==> src/hdl/socd_pkg.sv <==
// ----------------------------------------------------------------------------
// socd_pkg: shared types and constants for the SOCD key cleaner
// Group layout, state codes, result and control structs, slot code helper.
// ----------------------------------------------------------------------------
package socd_pkg;

  localparam int NUM_GROUPS     = 7;
  localparam int KEYS_PER_GROUP = 4;
  localparam int KEY_CODE_BITS  = 10;
  localparam int REG_W          = KEYS_PER_GROUP * KEY_CODE_BITS;

  localparam int GRP_W     = 3;   // group index, depth NUM_GROUPS
  localparam int SLOT_W    = 2;   // slot index, depth KEYS_PER_GROUP
  localparam int CNT_W     = 3;   // list fill count, 0..KEYS_PER_GROUP
  localparam int CFG_IDX_W = 3;
  localparam int TYPE_W    = 16;
  localparam int CODE_W    = 16;
  localparam int VALUE_W   = 32;

  localparam logic [TYPE_W-1:0] EV_KEY = 16'd1;

  typedef logic [KEY_CODE_BITS-1:0] key_code_t;
  typedef logic [REG_W-1:0]         key_row_t;
  typedef logic [GRP_W-1:0]         grp_t;
  typedef logic [SLOT_W-1:0]        slot_t;
  typedef logic [CNT_W-1:0]         cnt_t;

  // Default groups: A/D, W/S, LEFT/RIGHT, UP/DOWN, two letter pairs,
  // keypad 4/5/6/8.
  localparam key_row_t KEYS_RESET [NUM_GROUPS] = '{
    40'd32798, 40'd31761, 40'd108649, 40'd110695,
    40'd38947, 40'd37924, 40'd558889440772
  };

  typedef enum logic [2:0] {
    S_IDLE,
    S_GROUP,
    S_SLOT,
    S_PASS,
    S_FLUSH
  } state_t;

  typedef struct packed {
    logic [TYPE_W-1:0]         typ;
    logic [CODE_W-1:0]         code;
    logic signed [VALUE_W-1:0] value;
  } result_t;

  typedef struct packed {
    logic  upd;       // apply press/release to the group list
    logic  pressed;
    slot_t slot;
    logic  fwr;       // write one forced-down bit
    slot_t fidx;
    logic  fval;
  } list_cmd_t;

  typedef struct packed {
    cnt_t                      upd_count;  // count after this cycle's update
    slot_t                     newest;
    logic [KEYS_PER_GROUP-1:0] forced;
  } list_sts_t;

  typedef struct packed {
    logic push;
    logic flush;
  } buf_ctl_t;

  typedef struct packed {
    logic room;
    logic held_valid;
  } buf_sts_t;

  function automatic key_code_t slot_code(key_row_t row, slot_t s);
    return row[s*KEY_CODE_BITS +: KEY_CODE_BITS];
  endfunction

endpackage

==> src/hdl/socd_match.sv <==
// ----------------------------------------------------------------------------
// socd_match: shared key code matcher
// Finds the first slot of a group whose code equals the probe code.
// ----------------------------------------------------------------------------
module socd_match (
  input  socd_pkg::key_row_t            keys,
  input  logic [socd_pkg::CODE_W-1:0]   probe,
  output logic                          hit,
  output socd_pkg::slot_t               slot
);

  // walk downward so the lowest matching slot wins
  always_comb begin
    hit  = 1'b0;
    slot = '0;
    for (int i = socd_pkg::KEYS_PER_GROUP - 1; i >= 0; i--) begin
      if (socd_pkg::CODE_W'(socd_pkg::slot_code(keys, socd_pkg::SLOT_W'(i))) == probe) begin
        hit  = 1'b1;
        slot = socd_pkg::SLOT_W'(i);
      end
    end
  end

endmodule

==> src/hdl/socd_list.sv <==
// ----------------------------------------------------------------------------
// socd_list: per-group press-order lists and forced-down bits
// One group row is read and updated per cycle, selected by grp.
// ----------------------------------------------------------------------------
module socd_list (
  input  logic                 clk,
  input  logic                 rst,
  input  socd_pkg::grp_t       grp,
  input  socd_pkg::list_cmd_t  cmd,
  output socd_pkg::list_sts_t  sts
);

  socd_pkg::slot_t order [socd_pkg::NUM_GROUPS][socd_pkg::KEYS_PER_GROUP];
  socd_pkg::cnt_t  count [socd_pkg::NUM_GROUPS];
  logic [socd_pkg::KEYS_PER_GROUP-1:0] forced [socd_pkg::NUM_GROUPS];

  socd_pkg::slot_t row_next [socd_pkg::KEYS_PER_GROUP];
  socd_pkg::cnt_t  cnt_cur;
  socd_pkg::cnt_t  cnt_next;
  socd_pkg::cnt_t  cnt_m1;
  socd_pkg::slot_t at;
  logic            found;

  always_comb begin
    cnt_cur = count[grp];
    cnt_m1  = socd_pkg::CNT_W'(cnt_cur - 1'b1);
    found   = 1'b0;
    at      = '0;
    for (int i = socd_pkg::KEYS_PER_GROUP - 1; i >= 0; i--) begin
      if (socd_pkg::CNT_W'(i) < cnt_cur && order[grp][i] == cmd.slot) begin
        found = 1'b1;
        at    = socd_pkg::SLOT_W'(i);
      end
    end
    row_next = order[grp];
    cnt_next = cnt_cur;
    if (cmd.pressed) begin
      // append if absent; a full list ignores it
      if (!found && cnt_cur < socd_pkg::CNT_W'(socd_pkg::KEYS_PER_GROUP)) begin
        row_next[cnt_cur[socd_pkg::SLOT_W-1:0]] = cmd.slot;
        cnt_next = socd_pkg::CNT_W'(cnt_cur + 1'b1);
      end
    end else if (found) begin
      // close the gap; entries past the count are don't-care
      for (int i = 0; i < socd_pkg::KEYS_PER_GROUP - 1; i++) begin
        if (socd_pkg::SLOT_W'(i) >= at) begin
          row_next[i] = order[grp][i+1];
        end
      end
      cnt_next = cnt_m1;
    end
  end

  always_comb begin
    sts.upd_count = cmd.upd ? cnt_next : cnt_cur;
    sts.newest    = order[grp][cnt_m1[socd_pkg::SLOT_W-1:0]];
    sts.forced    = forced[grp];
  end

  always_ff @(posedge clk) begin
    if (rst) begin
      for (int g = 0; g < socd_pkg::NUM_GROUPS; g++) begin
        count[g]  <= '0;
        forced[g] <= '0;
      end
    end else begin
      if (cmd.upd) begin
        count[grp] <= cnt_next;
      end
      if (cmd.fwr) begin
        forced[grp][cmd.fidx] <= cmd.fval;
      end
    end
  end

  // list entries are only read below the count
  always_ff @(posedge clk) begin
    if (cmd.upd) begin
      order[grp] <= row_next;
    end
  end

endmodule

==> src/hdl/socd_out.sv <==
// ----------------------------------------------------------------------------
// socd_out: result buffer
// Holds the newest result until the next one or the end of the item decides
// its last flag, then moves it into the output register.
// ----------------------------------------------------------------------------
module socd_out (
  input  logic               clk,
  input  logic               rst,
  input  socd_pkg::buf_ctl_t ctl,
  input  socd_pkg::result_t  res,
  output socd_pkg::buf_sts_t sts,
  output logic               out_valid,
  input  logic               out_ready,
  output socd_pkg::result_t  out_res,
  output logic               out_last
);

  logic              held_valid;
  socd_pkg::result_t held;
  logic              out_free;
  logic              room;
  logic              take;
  logic              move;

  always_comb begin
    out_free       = !out_valid || out_ready;
    room           = !held_valid || out_free;
    take           = ctl.push && room;
    move           = held_valid && out_free && (ctl.push || ctl.flush);
    sts.room       = room;
    sts.held_valid = held_valid;
  end

  always_ff @(posedge clk) begin
    if (rst) begin
      held_valid <= 1'b0;
      out_valid  <= 1'b0;
    end else begin
      if (take) begin
        held_valid <= 1'b1;
      end else if (ctl.flush && out_free) begin
        held_valid <= 1'b0;
      end
      if (move) begin
        out_valid <= 1'b1;
      end else if (out_ready) begin
        out_valid <= 1'b0;
      end
    end
  end

  always_ff @(posedge clk) begin
    if (take) begin
      held <= res;
    end
    if (move) begin
      out_res  <= held;
      out_last <= ctl.flush;
    end
  end

endmodule

==> src/hdl/socd_key_cleaner.sv <==
// ----------------------------------------------------------------------------
// socd_key_cleaner: SOCD cleaner with last-input priority
// Rewrites key events of opposing-key groups so only the newest held key of a
// group reads as down; all other events pass through.
// ----------------------------------------------------------------------------
//
//  channel  | handshake           | payload
//  ---------+---------------------+--------------------------------------
//  cfg      | cfg_we              | cfg_index, cfg_data (group key rows)
//  in       | in_valid / in_ready | ev_type, ev_code, ev_value
//  out      | out_valid/out_ready | out_type, out_code, out_value, last
//
// Sequence: a non-key event goes from idle through a pass step and a flush step.
//   A key event walks one code matcher over the groups and, for each group
//   that acts, over its four slots; a pass step follows when no group acts,
//   and a flush step ends the item.
// Results: one per cycle at most; the newest result waits in a hold stage
//   until the next result or the end of the item sets its last flag.
// Stalls: a full output stage holds the sequencer in place; in_ready is high
//   only between items.
// Reset: control state, list counts, forced bits and key rows return to
//   their defaults; list entries are not cleared.
//
module socd_key_cleaner (
  input  logic                                   clk,
  input  logic                                   rst,

  input  logic                                   cfg_we,
  input  logic [socd_pkg::CFG_IDX_W-1:0]         cfg_index,
  input  logic [socd_pkg::REG_W-1:0]             cfg_data,

  input  logic                                   in_valid,
  output logic                                   in_ready,
  input  logic [socd_pkg::TYPE_W-1:0]            ev_type,
  input  logic [socd_pkg::CODE_W-1:0]            ev_code,
  input  logic signed [socd_pkg::VALUE_W-1:0]    ev_value,

  output logic                                   out_valid,
  input  logic                                   out_ready,
  output logic [socd_pkg::TYPE_W-1:0]            out_type,
  output logic [socd_pkg::CODE_W-1:0]            out_code,
  output logic signed [socd_pkg::VALUE_W-1:0]    out_value,
  output logic                                   last
);

  // key rows, one per group
  socd_pkg::key_row_t keys [socd_pkg::NUM_GROUPS];

  // sequencer
  socd_pkg::state_t state, state_next;
  socd_pkg::grp_t   grp, grp_next;
  socd_pkg::slot_t  slot, slot_next;
  logic             dropped, dropped_next;

  // accepted item
  logic [socd_pkg::TYPE_W-1:0]         item_type;
  logic [socd_pkg::CODE_W-1:0]         item_code;
  logic signed [socd_pkg::VALUE_W-1:0] item_value;
  logic                                item_pressed;

  socd_pkg::key_row_t               row;
  socd_pkg::key_code_t              cur_code;
  socd_pkg::key_code_t              newest_code;
  logic [socd_pkg::CODE_W-1:0]      probe;
  logic                             hit;
  socd_pkg::slot_t                  mslot;
  logic                             is_key;
  logic                             emit_press;
  logic                             emit_rel;
  logic                             emit;
  logic                             last_grp;
  logic                             last_slot;

  socd_pkg::list_cmd_t list_cmd;
  socd_pkg::list_sts_t list_sts;
  socd_pkg::buf_ctl_t  buf_ctl;
  socd_pkg::buf_sts_t  buf_sts;
  socd_pkg::result_t   res;
  socd_pkg::result_t   out_res;

  // --------------------------------------------------------------------------
  // Configuration: writes beyond the group list are dropped
  // --------------------------------------------------------------------------
  always_ff @(posedge clk) begin
    if (rst) begin
      keys <= socd_pkg::KEYS_RESET;
    end else if (cfg_we && int'(cfg_index) < socd_pkg::NUM_GROUPS) begin
      keys[cfg_index] <= cfg_data;
    end
  end

  // --------------------------------------------------------------------------
  // Datapath around the shared matcher
  // --------------------------------------------------------------------------
  always_comb begin
    is_key      = (ev_type == socd_pkg::EV_KEY) && (ev_code != '0);
    row         = keys[grp];
    cur_code    = socd_pkg::slot_code(row, slot);
    newest_code = socd_pkg::slot_code(row, list_sts.newest);
    // group step looks up the event code, slot step looks up the slot's own
    // code to find its representative (first) slot
    probe       = (state == socd_pkg::S_GROUP) ? item_code
                                                : socd_pkg::CODE_W'(cur_code);
    emit_press  = (cur_code != '0) && (cur_code == newest_code);
    emit_rel    = (cur_code != '0) && !emit_press && list_sts.forced[mslot];
    emit        = emit_press || emit_rel;
    last_grp    = grp == socd_pkg::GRP_W'(socd_pkg::NUM_GROUPS - 1);
    last_slot   = slot == socd_pkg::SLOT_W'(socd_pkg::KEYS_PER_GROUP - 1);
  end

  socd_match u_match (
    .keys  (row),
    .probe (probe),
    .hit   (hit),
    .slot  (mslot)
  );

  socd_list u_list (
    .clk (clk),
    .rst (rst),
    .grp (grp),
    .cmd (list_cmd),
    .sts (list_sts)
  );

  socd_out u_out (
    .clk       (clk),
    .rst       (rst),
    .ctl       (buf_ctl),
    .res       (res),
    .sts       (buf_sts),
    .out_valid (out_valid),
    .out_ready (out_ready),
    .out_res   (out_res),
    .out_last  (last)
  );

  assign out_type  = out_res.typ;
  assign out_code  = out_res.code;
  assign out_value = out_res.value;

  // --------------------------------------------------------------------------
  // Sequencer: next state
  // --------------------------------------------------------------------------
  always_comb begin
    state_next   = state;
    grp_next     = grp;
    slot_next    = slot;
    dropped_next = dropped;
    unique case (state)
      socd_pkg::S_IDLE: begin
        if (in_valid) begin
          grp_next     = '0;
          slot_next    = '0;
          dropped_next = 1'b0;
          state_next   = is_key ? socd_pkg::S_GROUP : socd_pkg::S_PASS;
        end
      end
      socd_pkg::S_GROUP: begin
        if (hit && list_sts.upd_count != '0) begin
          // group holds keys after the update: walk its slots
          dropped_next = 1'b1;
          slot_next    = '0;
          state_next   = socd_pkg::S_SLOT;
        end else if (last_grp) begin
          state_next = dropped ? socd_pkg::S_FLUSH : socd_pkg::S_PASS;
        end else begin
          grp_next = socd_pkg::GRP_W'(grp + 1'b1);
        end
      end
      socd_pkg::S_SLOT: begin
        if (!emit || buf_sts.room) begin
          if (!last_slot) begin
            slot_next = socd_pkg::SLOT_W'(slot + 1'b1);
          end else if (last_grp) begin
            state_next = socd_pkg::S_FLUSH;
          end else begin
            grp_next   = socd_pkg::GRP_W'(grp + 1'b1);
            state_next = socd_pkg::S_GROUP;
          end
        end
      end
      socd_pkg::S_PASS: begin
        if (buf_sts.room) begin
          state_next = socd_pkg::S_FLUSH;
        end
      end
      socd_pkg::S_FLUSH: begin
        if (buf_sts.room) begin
          state_next = socd_pkg::S_IDLE;
        end
      end
      default: begin
        state_next = socd_pkg::S_IDLE;
      end
    endcase
  end

  // --------------------------------------------------------------------------
  // Sequencer: outputs
  // --------------------------------------------------------------------------
  always_comb begin
    in_ready = (state == socd_pkg::S_IDLE);

    list_cmd.upd     = (state == socd_pkg::S_GROUP) && hit;
    list_cmd.pressed = item_pressed;
    list_cmd.slot    = mslot;
    // forced bit changes only when its result is actually taken
    list_cmd.fwr     = (state == socd_pkg::S_SLOT) && emit && buf_sts.room;
    list_cmd.fidx    = mslot;
    list_cmd.fval    = emit_press;

    buf_ctl.push  = ((state == socd_pkg::S_SLOT) && emit) || (state == socd_pkg::S_PASS);
    buf_ctl.flush = (state == socd_pkg::S_FLUSH);

    if (state == socd_pkg::S_PASS) begin
      res.typ   = item_type;
      res.code  = item_code;
      res.value = item_value;
    end else begin
      res.typ   = socd_pkg::EV_KEY;
      res.code  = socd_pkg::CODE_W'(cur_code);
      res.value = emit_press ? socd_pkg::VALUE_W'(1) : '0;
    end
  end

  always_ff @(posedge clk) begin
    if (rst) begin
      state   <= socd_pkg::S_IDLE;
      grp     <= '0;
      slot    <= '0;
      dropped <= 1'b0;
    end else begin
      state   <= state_next;
      grp     <= grp_next;
      slot    <= slot_next;
      dropped <= dropped_next;
    end
  end

  // negative values count as releases
  always_ff @(posedge clk) begin
    if (in_valid && in_ready) begin
      item_type    <= ev_type;
      item_code    <= ev_code;
      item_value   <= ev_value;
      item_pressed <= ev_value > 0;
    end
  end

`ifndef NO_ASSERTIONS
  // every result of an item is handed on before the next item starts
  a_idle_no_held: assert property (@(posedge clk) disable iff (rst)
    state == socd_pkg::S_IDLE |-> !buf_sts.held_valid)
    else $error("held result left over between items");

  a_one_item: assert property (@(posedge clk) disable iff (rst)
    (in_valid && in_ready) |=> !in_ready)
    else $error("new transfer taken while an item is in work");

  a_push_lands: assert property (@(posedge clk) disable iff (rst)
    (buf_ctl.push && buf_sts.room) |=> buf_sts.held_valid)
    else $error("pushed result lost");

  // a slot walk only runs on a group whose list is not empty
  a_slot_nonempty: assert property (@(posedge clk) disable iff (rst)
    state == socd_pkg::S_SLOT |-> list_sts.upd_count != '0)
    else $error("slot walk on an empty group");
`endif

endmodule

==> config.mk <==
export PLATFORM = sky130hd
export DESIGN_NAME = socd_key_cleaner
export DESIGN_NICKNAME = d
export VERILOG_FILES = /design/src/hdl/socd_pkg.sv /design/src/hdl/socd_match.sv /design/src/hdl/socd_list.sv /design/src/hdl/socd_out.sv /design/src/hdl/socd_key_cleaner.sv
export SDC_FILE = /design/constraint.sdc
export NUM_CORES = 1
export LEC_CHECK = 0
export ABC_AREA = 0
export BUFFER_PORTS_ARGS = -buffer_cell sky130_fd_sc_hd__buf_2
export CAP_MARGIN = 20
export CORE_MARGIN = 2
export CORE_UTILIZATION = 55
export DETAILED_ROUTE_END_ITERATION = 12
export MAX_ROUTING_LAYER = met4
export PLACE_DENSITY = 0.73
export SETUP_SLACK_MARGIN = 0.02
export SLEW_MARGIN = 15
export SYNTH_ARGS = -nofsm -noshare
export SYNTH_HDL_FRONTEND = slang
export SYNTH_SLANG_ARGS = --single-unit
==> constraint.sdc <==
create_clock -name clk -period 10.9 [get_ports clk]
set_input_delay 2.18 -clock clk [delete_from_list [all_inputs] [get_ports clk]]
set_output_delay 2.18 -clock clk [all_outputs]
set_load 0.01 [all_outputs]
### Yosys cells after proc, flatten, opt, wreduce, memory -nomap -nowiden

Memory sizes are Yosys's and may differ from the RTL's. A register that Yosys moved wholly into a read port is not among the register bits.
Cells that the tools add are included.

* word-level logic and storage cells: 226
* output and inout port bits: 67
* memory bits (writable): 105
* bits in registers: 485
* memories: 3

Memory list
* u_list.order: depth 7, width 8, rd ports 1, clocked after memory_dff 1, wr ports 1, line socd_list.sv:13 `socd_pkg::slot_t order [socd_pkg::NUM_GROUPS][socd_pkg::KEYS_PER_GROUP];`
* u_list.forced: depth 7, width 4, rd ports 1, clocked after memory_dff 1, wr ports 7, line socd_list.sv:15 `logic [socd_pkg::KEYS_PER_GROUP-1:0] forced [socd_pkg::NUM_GROUPS];`
* u_list.count: depth 7, width 3, rd ports 1, clocked after memory_dff 1, wr ports 7, line socd_list.sv:14 `socd_pkg::cnt_t count [socd_pkg::NUM_GROUPS];`

* magnitude comparators: 18
* reduce and logical (&&, ||, !) cells: 47
* mux-type cells: 96
* multipliers: 2
* $add $sub $neg: 4
* bitwise gates (word level): 4
* shift-type cells: 2
* equal/unequal tests: 25

Operator list (count)
* $bwmux 280: 1
* $bmux 40 s3: 1
* $demux 40 s3: 1
* $mux 40: 3
* $mux 3: 27
* $shiftx 40x7->10: 2
* $eq 10x16->1: 4
* $mux 42: 1
* $mux 2: 20
* $gt 32x1->1 const B: 1
* $mux 1: 26
* $logic_and 1x1->1: 22
* $eq 16x1->1 const B: 1
* $mux 16: 1
* $reduce_bool 16->1: 1
* $pmux 3 s5: 1
* $mux 4: 3
* $mux 6: 2
* $ne 2x2->1 const B: 6
* $eq 10x10->1: 1
* $mul 2x3->5 const B: 2
* $reduce_and 5->1: 2
* $reduce_bool 10->1: 1
* $pmux 3 s3: 1
* other kinds (40): 67

### Logic depth before layout (Yosys ltp)

Gate-level depths: netlist of the first run.

* depth in word-level cells: 28
* gate-level depth with buffers: 24

### Cells and area by module

From an unflattened synthesis of the first run, not the netlist that was laid out.

* cells, all modules: 2536
* area total of the unflattened synthesis: 26625.5 sq um

By module, submodules not included
* socd_key_cleaner: sequential area each 7737.4 sq um, times used 1, area an instance 16107.9 sq um, cells each 1871
* socd_list: sequential area each 3293.2 sq um, times used 1, area an instance 5983.2 sq um, cells each 447
* socd_out: sequential area each 3913.8 sq um, times used 1, area an instance 3995.1 sq um, cells each 143
* socd_match: sequential area each 0.0 sq um, times used 1, area an instance 539.3 sq um, cells each 75

### Least setup slack after synthesis of the first run

Ideal clock, no wire load.

* kind: register -> register
* from: register (tool-made name)
* to: register u_out.out_last, enable pin
* library setup time: 0.489 ns
* path buffers: 4
* arrival: 7.855 ns
* cell stages (with the launch flop): 18
* slack: 2.556 ns
* period minus slack after synthesis: 8.344 ns
* cell sequence: dfxtp_1 > buf_2 > buf_1 > mux4_2 > mux2i_1 > ha_1 > mux4_2 > clkbuf_1 > clkbuf_1 > mux4_2 > xnor2_1 > nor4_1 > nand3_1 > a2111oi_0 > nor2_1 > nand2_1 > nand2_1 > nor2_1

RTL lines
* end signal: assignment: line socd_out.sv:58 `out_last <= ctl.flush;`
* end: declaration: line socd_out.sv:15 `output logic out_last`

### Worst setup path in the final report of the first run

* from: register grp[0]
* to: register u_out.out_res[58] (netlist name)

* longest elaborated chain between the ends: 19

Ends and longest elaborated chain
* start: declaration: line socd_key_cleaner.sv:51 `socd_pkg::grp_t grp, grp_next;`
* start signal: assignment: line socd_key_cleaner.sv:235 `grp <= grp_next;`
* $not 3->4 (not written as such) (*): line socd_key_cleaner.sv:97 `row = keys[grp];`
* $bmux 40 s3 (*): line socd_key_cleaner.sv:97
* $mux 40 (not written as such) (*) (2 in a row): line socd_key_cleaner.sv:97
* $shiftx 40x7->10: line socd_pkg.sv:75 `return row[s*KEY_CODE_BITS +: KEY_CODE_BITS];`
* $mux 16: line socd_key_cleaner.sv:102 `probe = (state == socd_pkg::S_GROUP) ? item_code`
* $eq 10x16->1: line socd_match.sv:17 `if (socd_pkg::CODE_W'(socd_pkg::slot_code(keys, socd_pkg::SLOT_W'(i))) == probe) begin`
* $mux 2 (4 in a row): line socd_match.sv:17
* $bmux 1 s2: line socd_key_cleaner.sv:105 `emit_rel = (cur_code != '0) && !emit_press && list_sts.forced[mslot];`
* $mux 1 (not written as such): line socd_key_cleaner.sv:105
* $logic_and 1x1->1: line socd_key_cleaner.sv:105
* $logic_or 1x1->1 (*): line socd_key_cleaner.sv:106 `emit = emit_press || emit_rel;`
* $logic_and 1x1->1 (*): line socd_key_cleaner.sv:213 `buf_ctl.push = ((state == socd_pkg::S_SLOT) && emit) || (state == socd_pkg::S_PASS);`
* $logic_or 1x1->1 (*): line socd_key_cleaner.sv:213
* $logic_or 1x1->1 (*): line socd_out.sv:29 `move = held_valid && out_free && (ctl.push || ctl.flush);`
* $logic_and 1x1->1 (*): line socd_out.sv:29
* named net u_out.move: line socd_out.sv:23 `logic move;`

Mark *: on every way through the listed nets, which the timed path passes. The rest lies on a longest branch. The select of a mux whose other input is x is not followed.
A chain may end at the register's enable or synchronous reset.

==> results of run 1 <==
layer usage:
metal  up-vias  GRT usage
met5         -          -
met1     10500      0.419
met4         0      0.133
met2      1053      0.512
li1       9840          -
met3       213     0.0457
placed cells by master (no fill, tap or decap), types with 23 or more instances in the layout:
cell type / Yosys / routed
and3_1: 61 / 61
nand3_1: 32 / 28
edfxtp_1: 299 / 299
nand3b_1: 65 / 65
inv_1: 26 / 26
dfxtp_1: 301 / 297
a22oi_1: 23 / 23
nand2_1: 670 / 670
xnor2_1: 32 / 32
mux4_2: 31 / 31
nor2_1: 108 / 102
buf_4: 5 / 38
buf_2: 26 / 178
o21ai_0: 41 / 41
mux2i_1: 128 / 128
a21oi_1: 277 / 277
nand2b_1: 23 / 23
clkbuf_16: 0 / 58
registers in the layout, summed over array words and instances, names as in the netlist, named ones only:
name              flops
u_out.out_res        64
u_list.forced        32
u_list.count         24
u_out.out_valid       1
keys                280
item_type            16
item_code            16
dropped               1
u_list.order         56
slot                  2
u_out.held           64
u_out.out_last        1
grp                   3
u_out.held_valid      1
item_value           32
state                 3
item_pressed          1
report_power, final:
group,switching (mW),internal (mW)
sequential,0.121,2.64
clock,0.889,1.26
combinational,1.55,0.809
kinds of logic after synthesis:
kind of cell,after synthesis
flops,600
simple gates,1087
buf+inv,215
fa+ha+maj,7
mux,188
other cells,1
compound gates,548
xor+xnor,48
final cells by class:
type / count / area, sq um / area share
multi-input combinational: 1882 / 11400 / 0.373
sequential: 600 / 15000 / 0.489
antenna: 3 / 7.51 / 0.000244
tap: 664 / 831 / 0.0271
clock inverter: 35 / 499 / 0.0163
timing repair buffer: 220 / 1230 / 0.0401
inverter: 30 / 113 / 0.00367
clock buffer: 72 / 1560 / 0.0509
path summary, 6_finish.rpt:
kind,start,cells past startpoint,endpoint,slack [ns]
worst max-delay path,grp[0]$_SDFFE_PP0P_,17,u_out.out_res[58]$_DFFE_PP_,2.42
worst min-delay path,u_out.held[6]$_SDFFCE_PN0P_,0,u_out.out_res[6]$_DFFE_PP_,0.42
worst max register to register,grp[0]$_SDFFE_PP0P_,17,u_out.out_res[58]$_DFFE_PP_,2.42
worst min register to register,u_out.held[6]$_SDFFCE_PN0P_,0,u_out.out_res[6]$_DFFE_PP_,0.42
==> impl_metrics.json, run 1 <==
{
  "syn_inst": 2694,
  "post_cts_buffers": 0,
  "synth_flop_cell": "dfxtp_1",
  "h-tree-depth": 2,
  "final_cells": 3506,
  "min_path_type": "reg -> reg",
  "p_per_area_nw_per_um2": 237,
  "clock_path_buffers": 3,
  "synth-xor-area-share": 0.0157,
  "drive_gt1_frac": 0.153,
  "max_freq_mhz": 118,
  "yosys.area_share.simple": 0.182,
  "nets": 2911,
  "slew_violations": 0,
  "synthTopCellsByArea": "edfxtp_1 (33%), dfxtp_1 (22%), nand2_1 (9.2%)",
  "max-slew-margin-rel": 0.170,
  "cts_resized": 0,
  "drcViolationCount": 0,
  "worst_setup_path_start_kind": "flop",
  "drt_pass1_iterations": 7,
  "wl_met2_um": 38900,
  "final_core_util": 0.627,
  "synth_edf_count": 299,
  "die-area_sq_um": 51400,
  "synth_cell_types": 101,
  "critical_path_arrival_ns": 8.76,
  "gp_congestion": 1.03,
  "synth_area_sq_um": 27300,
  "synth_top_area_share": 0.329,
  "clock_sinks": 600,
  "stdcell_area_sq_um": 30700,
  "hold_slack_ns": 0.417,
  "grt_pass1_vias": 20600,
  "rsz0062_at_grt": "false",
  "timing_hold_violations_final": 0,
  "clock_skew_ns": 0.0318,
  "synth.yosys.seq_area_share": 0.550,
  "max_slew.worst_pin.slew_ns": 1.23,
  "async_reset_ff_frac": 0,
  "crit_type": "reg -> reg",
  "end_kind": "flop",
  "grt_usage": 0.323,
  "nFillCells": 3916,
  "dr.max_layer_used": "met4",
  "synth.most_common_cell": "nand2_1",
  "yosys.area.top_type": "edfxtp_1",
  "status": "complete, no violations",
  "vias": 21600,
  "synthAdderAreaFrac": 0.00321,
  "design.core.area_sq_um": 49000,
  "cp_max_fo": 72,
  "max_stage_delay_ns": 1.07,
  "grt.overflow.total": 0,
  "synth_mux_area_frac": 0.0849,
  "cpMostUsedCell": "nand2_1",
  "wl_met1_um": 33200,
  "required_ns": 11.19,
  "routed_via_density": 6.17,
  "die_h_um": 227,
  "hpwlAfterDp_um": 53900,
  "cts_hold_buf": 0,
  "syn_avg_cell_area_sq_um": 10.1,
  "clock_latency_ns": 0.64,
  "antenna_found_initial": 4,
  "wirelength_um": 81800,
  "total_power_mw": 7.27,
  "synth_seq_cells": 600,
  "rows": 81,
  "cts_tree": "done",
  "crit_slowest_cell": "o41ai_1",
  "synthTopCellsByCount": "nand2_1 (670), dfxtp_1 (301), edfxtp_1 (299), a21oi_1 (277), clkbuf_1 (134)",
  "clk_pin_slew_ns": 0.06,
  "numCtsBuffers": 58,
  "ys_warn_count": 0,
  "synth_top_family_by_area": "simple AND/OR/NAND/NOR gates",
  "postPlaceCellArea_sq_um": 28600,
  "met3_length_um": 6310,
  "post-route-period-util": 0.778,
  "wire_per_inst_um": 23.3,
  "place_ws_ns": 2.67,
  "synth_compound_area_frac": 0.130,
  "min_period_ns": 8.48,
  "drv_cap": 0,
  "clockRootBuffer": "clkbuf_16",
  "fin_setup_tns_ns": 0,
  "start_util": 0.558,
  "area_growth_syn_to_layout_pct": 12.5,
  "critical_path.top_delay_family": "simple AND/OR/NAND/NOR gates",
  "ant_nets": 0,
  "grt_start_max_net_pins": 140,
  "drt-initial-drc-count": 2279,
  "path_cells": "nand2b_1 -> o211ai_1 -> a21oi_1 -> and2_1 -> o41ai_1 -> o2bb2ai_1 -> or4_1 -> nor3_1 -> o31ai_1 -> nand2_1 -> o221ai_1 -> a2111oi_0 -> nor2_1 -> nand2_1 -> nand2_1 -> nor2_4 -> buf_4",
  "ios": 179,
  "grt_pass1_wl_um": 122000,
  "setup_slack_ns": 2.42,
  "placedCellCount": 3394,
  "worstPathBufferInverterCount": 1,
  "peakVddDrop_v": 0.000168,
  "portBuffers": 178,
  "die_w_um": 227,
  "setup_violations": 0,
  "p_leak_nw": 10.9
}
No activity file was read; power rests on OpenSTA's default activity.
==> inputs of run 2 (changes only) <==
Settings changed: PLACE_DENSITY 0.73 to 0.76.
Clock period 10.9 ns to 7.05 ns, I/O delays scaled along.
==> impl_metrics.json, run 2 (synthesis gave the netlist of run 1 again) <==
{
  "die_h_um": 227,
  "multiInputGateArea_sq_um": 11500,
  "hpwlAfterDp_um": 54600,
  "clock_sinks": 600,
  "stdcell_area_sq_um": 30900,
  "clock_latency_ns": 0.64,
  "ant_nets": 0,
  "min-delay-start": "u_out.held[15]$_SDFFCE_PN0P_",
  "p_per_area_nw_per_um2": 359,
  "cp_max_fo": 48,
  "rr_worst_depth": 18,
  "timing_hold_violations_final": 0,
  "status": "complete, no violations",
  "clk_pin_slew_ns": 0.06,
  "drive_gt1_frac": 0.162,
  "grt_pass1_wl_um": 122000,
  "timing.rr.end": "grp[2]$_SDFFE_PP0P_",
  "p_leak_nw": 11.0,
  "p_switching_mw": 3.93,
  "post-route-period-util": 0.953,
  "total_power_mw": 11.1,
  "grt_usage": 0.321,
  "wirelength_um": 80700,
  "max_slew.worst_pin.slew_ns": 1.18,
  "drv_cap": 0,
  "crit_slowest_cell": "a2111oi_4",
  "largest_reg_flops": 280,
  "antenna_found_initial": 0,
  "max-slew-margin-rel": 0.211,
  "clockPowerShare": 0.278,
  "gp_congestion": 0.981,
  "rsz0062_at_grt": "false",
  "postPlaceCellArea_sq_um": 29000,
  "clock_skew_ns": 0.0198,
  "die-area_sq_um": 51400,
  "critical_path_arrival_ns": 7.26,
  "rows": 81,
  "routed_via_density": 6.11,
  "fin_setup_tns_ns": 0,
  "slew_violations": 0,
  "power.internal_mw": 7.17,
  "drcViolationCount": 0,
  "min_period_ns": 6.72,
  "top_register": "keys",
  "nFillCells": 3907,
  "drt_pass1_iterations": 6,
  "startpoint": "grp[1]$_SDFFE_PP0P_",
  "numCtsBuffers": 58,
  "min_path_type": "reg -> reg",
  "reg.largest.list": "keys (280), u_out.held (64), u_out.out_res (64)",
  "grt.overflow.total": 0,
  "mostFrequentLayoutCell": "nand2_1",
  "antennaDiodeCount": 0,
  "max_freq_mhz": 149,
  "holdPathEnd": "u_out.out_res[15]$_DFFE_PP_",
  "hold_slack_ns": 0.416,
  "max_stage_delay_ns": 0.77,
  "crit_type": "reg -> reg",
  "wire_per_inst_um": 22.8,
  "peakVddDrop_v": 0.000239,
  "cts_tree": "done",
  "h-tree-depth": 2,
  "switching_share": 0.354,
  "clock_path_buffers": 3,
  "post_cts_buffers": 0,
  "combPwrFrac": 0.334,
  "cts_hold_buf": 0,
  "end_kind": "flop",
  "portBuffers": 178,
  "seq_area_sq_um": 15000,
  "vias": 21600,
  "grt_start_max_net_pins": 272,
  "required_ns": 7.59,
  "nets": 2948,
  "final_core_util": 0.632,
  "drt-initial-drc-count": 2510,
  "setup_violations": 0,
  "hold_path_depth": 0,
  "path_cells": "buf_12 -> and3b_1 -> a22oi_2 -> a2111oi_4 -> o32ai_1 -> a22oi_1 -> nand4bb_1 -> nor4_4 -> buf_4 -> o21a_1 -> nor3_1 -> o211ai_1 -> nand4_4 -> mux2i_1 -> or3_1 -> o31ai_4 -> a31oi_1 -> nor3b_1",
  "ios": 179,
  "cts_resized": 0,
  "worst_setup_path_start_kind": "flop",
  "start_util": 0.558,
  "final_cell_mix": "nand2_1 (670), edfxtp_1 (299), dfxtp_1 (297)",
  "seqPwrFrac": 0.388,
  "clockRootBuffer": "clkbuf_16",
  "area_growth_syn_to_layout_pct": 13.2,
  "die_w_um": 227,
  "design.core.area_sq_um": 49000,
  "timing.rr.start": "grp[1]$_SDFFE_PP0P_",
  "grt_pass1_vias": 20800,
  "r2r_slack_ns": 0.33
}
[run 2: cell count changes in the layout (fill, tap and decap cells not counted), moves of 3 or more]
cell        delta
diode_2        -3
clkinv_1       +6
buf_12         +7
bufinv_16      -5
clkinvlp_4     -4
clkinv_2       +6
buf_4         +32
[run 2: power groups by stage]
stage,clock [mW],sequential [mW],combinational (mW)
finish,3.09,4.30,3.71
global route,3.24,4.33,3.92
CTS,3.12,4.30,3.62
detailed placement,0,4.37,3.60
global placement,0,4.36,3.56
floorplan,0,4.22,2.63
[run 2: area by class of cell]
cell class	instances	share of cell area
clock buffer	73	0.0504
clock inverter	35	0.0110
inverter	30	0.00364
multi-input combinational	1882	0.370
sequential	600	0.486
tap	664	0.0269
timing repair buffer	257	0.0522
[run 2: critical path: cells and delay by family, from the launching register on]
| kind | cells | cell delay (ns) |
|---|---|---|
| compound gates | 8 | 2.90 |
| mux | 1 | 0.16 |
| buf+inv | 2 | 0.57 |
| flops | 1 | 0.73 |
| simple gates | 7 | 2.20 |
[run 2: worst max-delay path by stage]
stage	to	slack, ns	cells past startpoint
detailed placement	grp[2]$_SDFFE_PP0P_	0.59	18
global placement	slot[1]$_SDFFE_PP0P_	0.70	18
global route	grp[1]$_SDFFE_PP0P_	0.06	18
floorplan	u_out.out_last$_DFFE_PP_	0.45	17
CTS	grp[2]$_SDFFE_PP0P_	0.51	18
finish	grp[2]$_SDFFE_PP0P_	0.33	18
[run 2: stage by stage]
stage,setup WS [ns],cells
floorplan,0.447,2697
global placement,0.701,3432
detailed placement,0.589,3433
CTS,0.513,3541
global route,0.0618,3541
finish,0.329,3541
[run 2: routing by layer]
metal | wire length (um) | up-vias | GRT usage
met3 | 6890 | 171 | 0.0487
met4 | 2670 | 0 | 0.110
li1 | - | 9915 | -
met1 | 33200 | 10400 | 0.426
met5 | 0 | - | -
met2 | 37900 | 1131 | 0.504
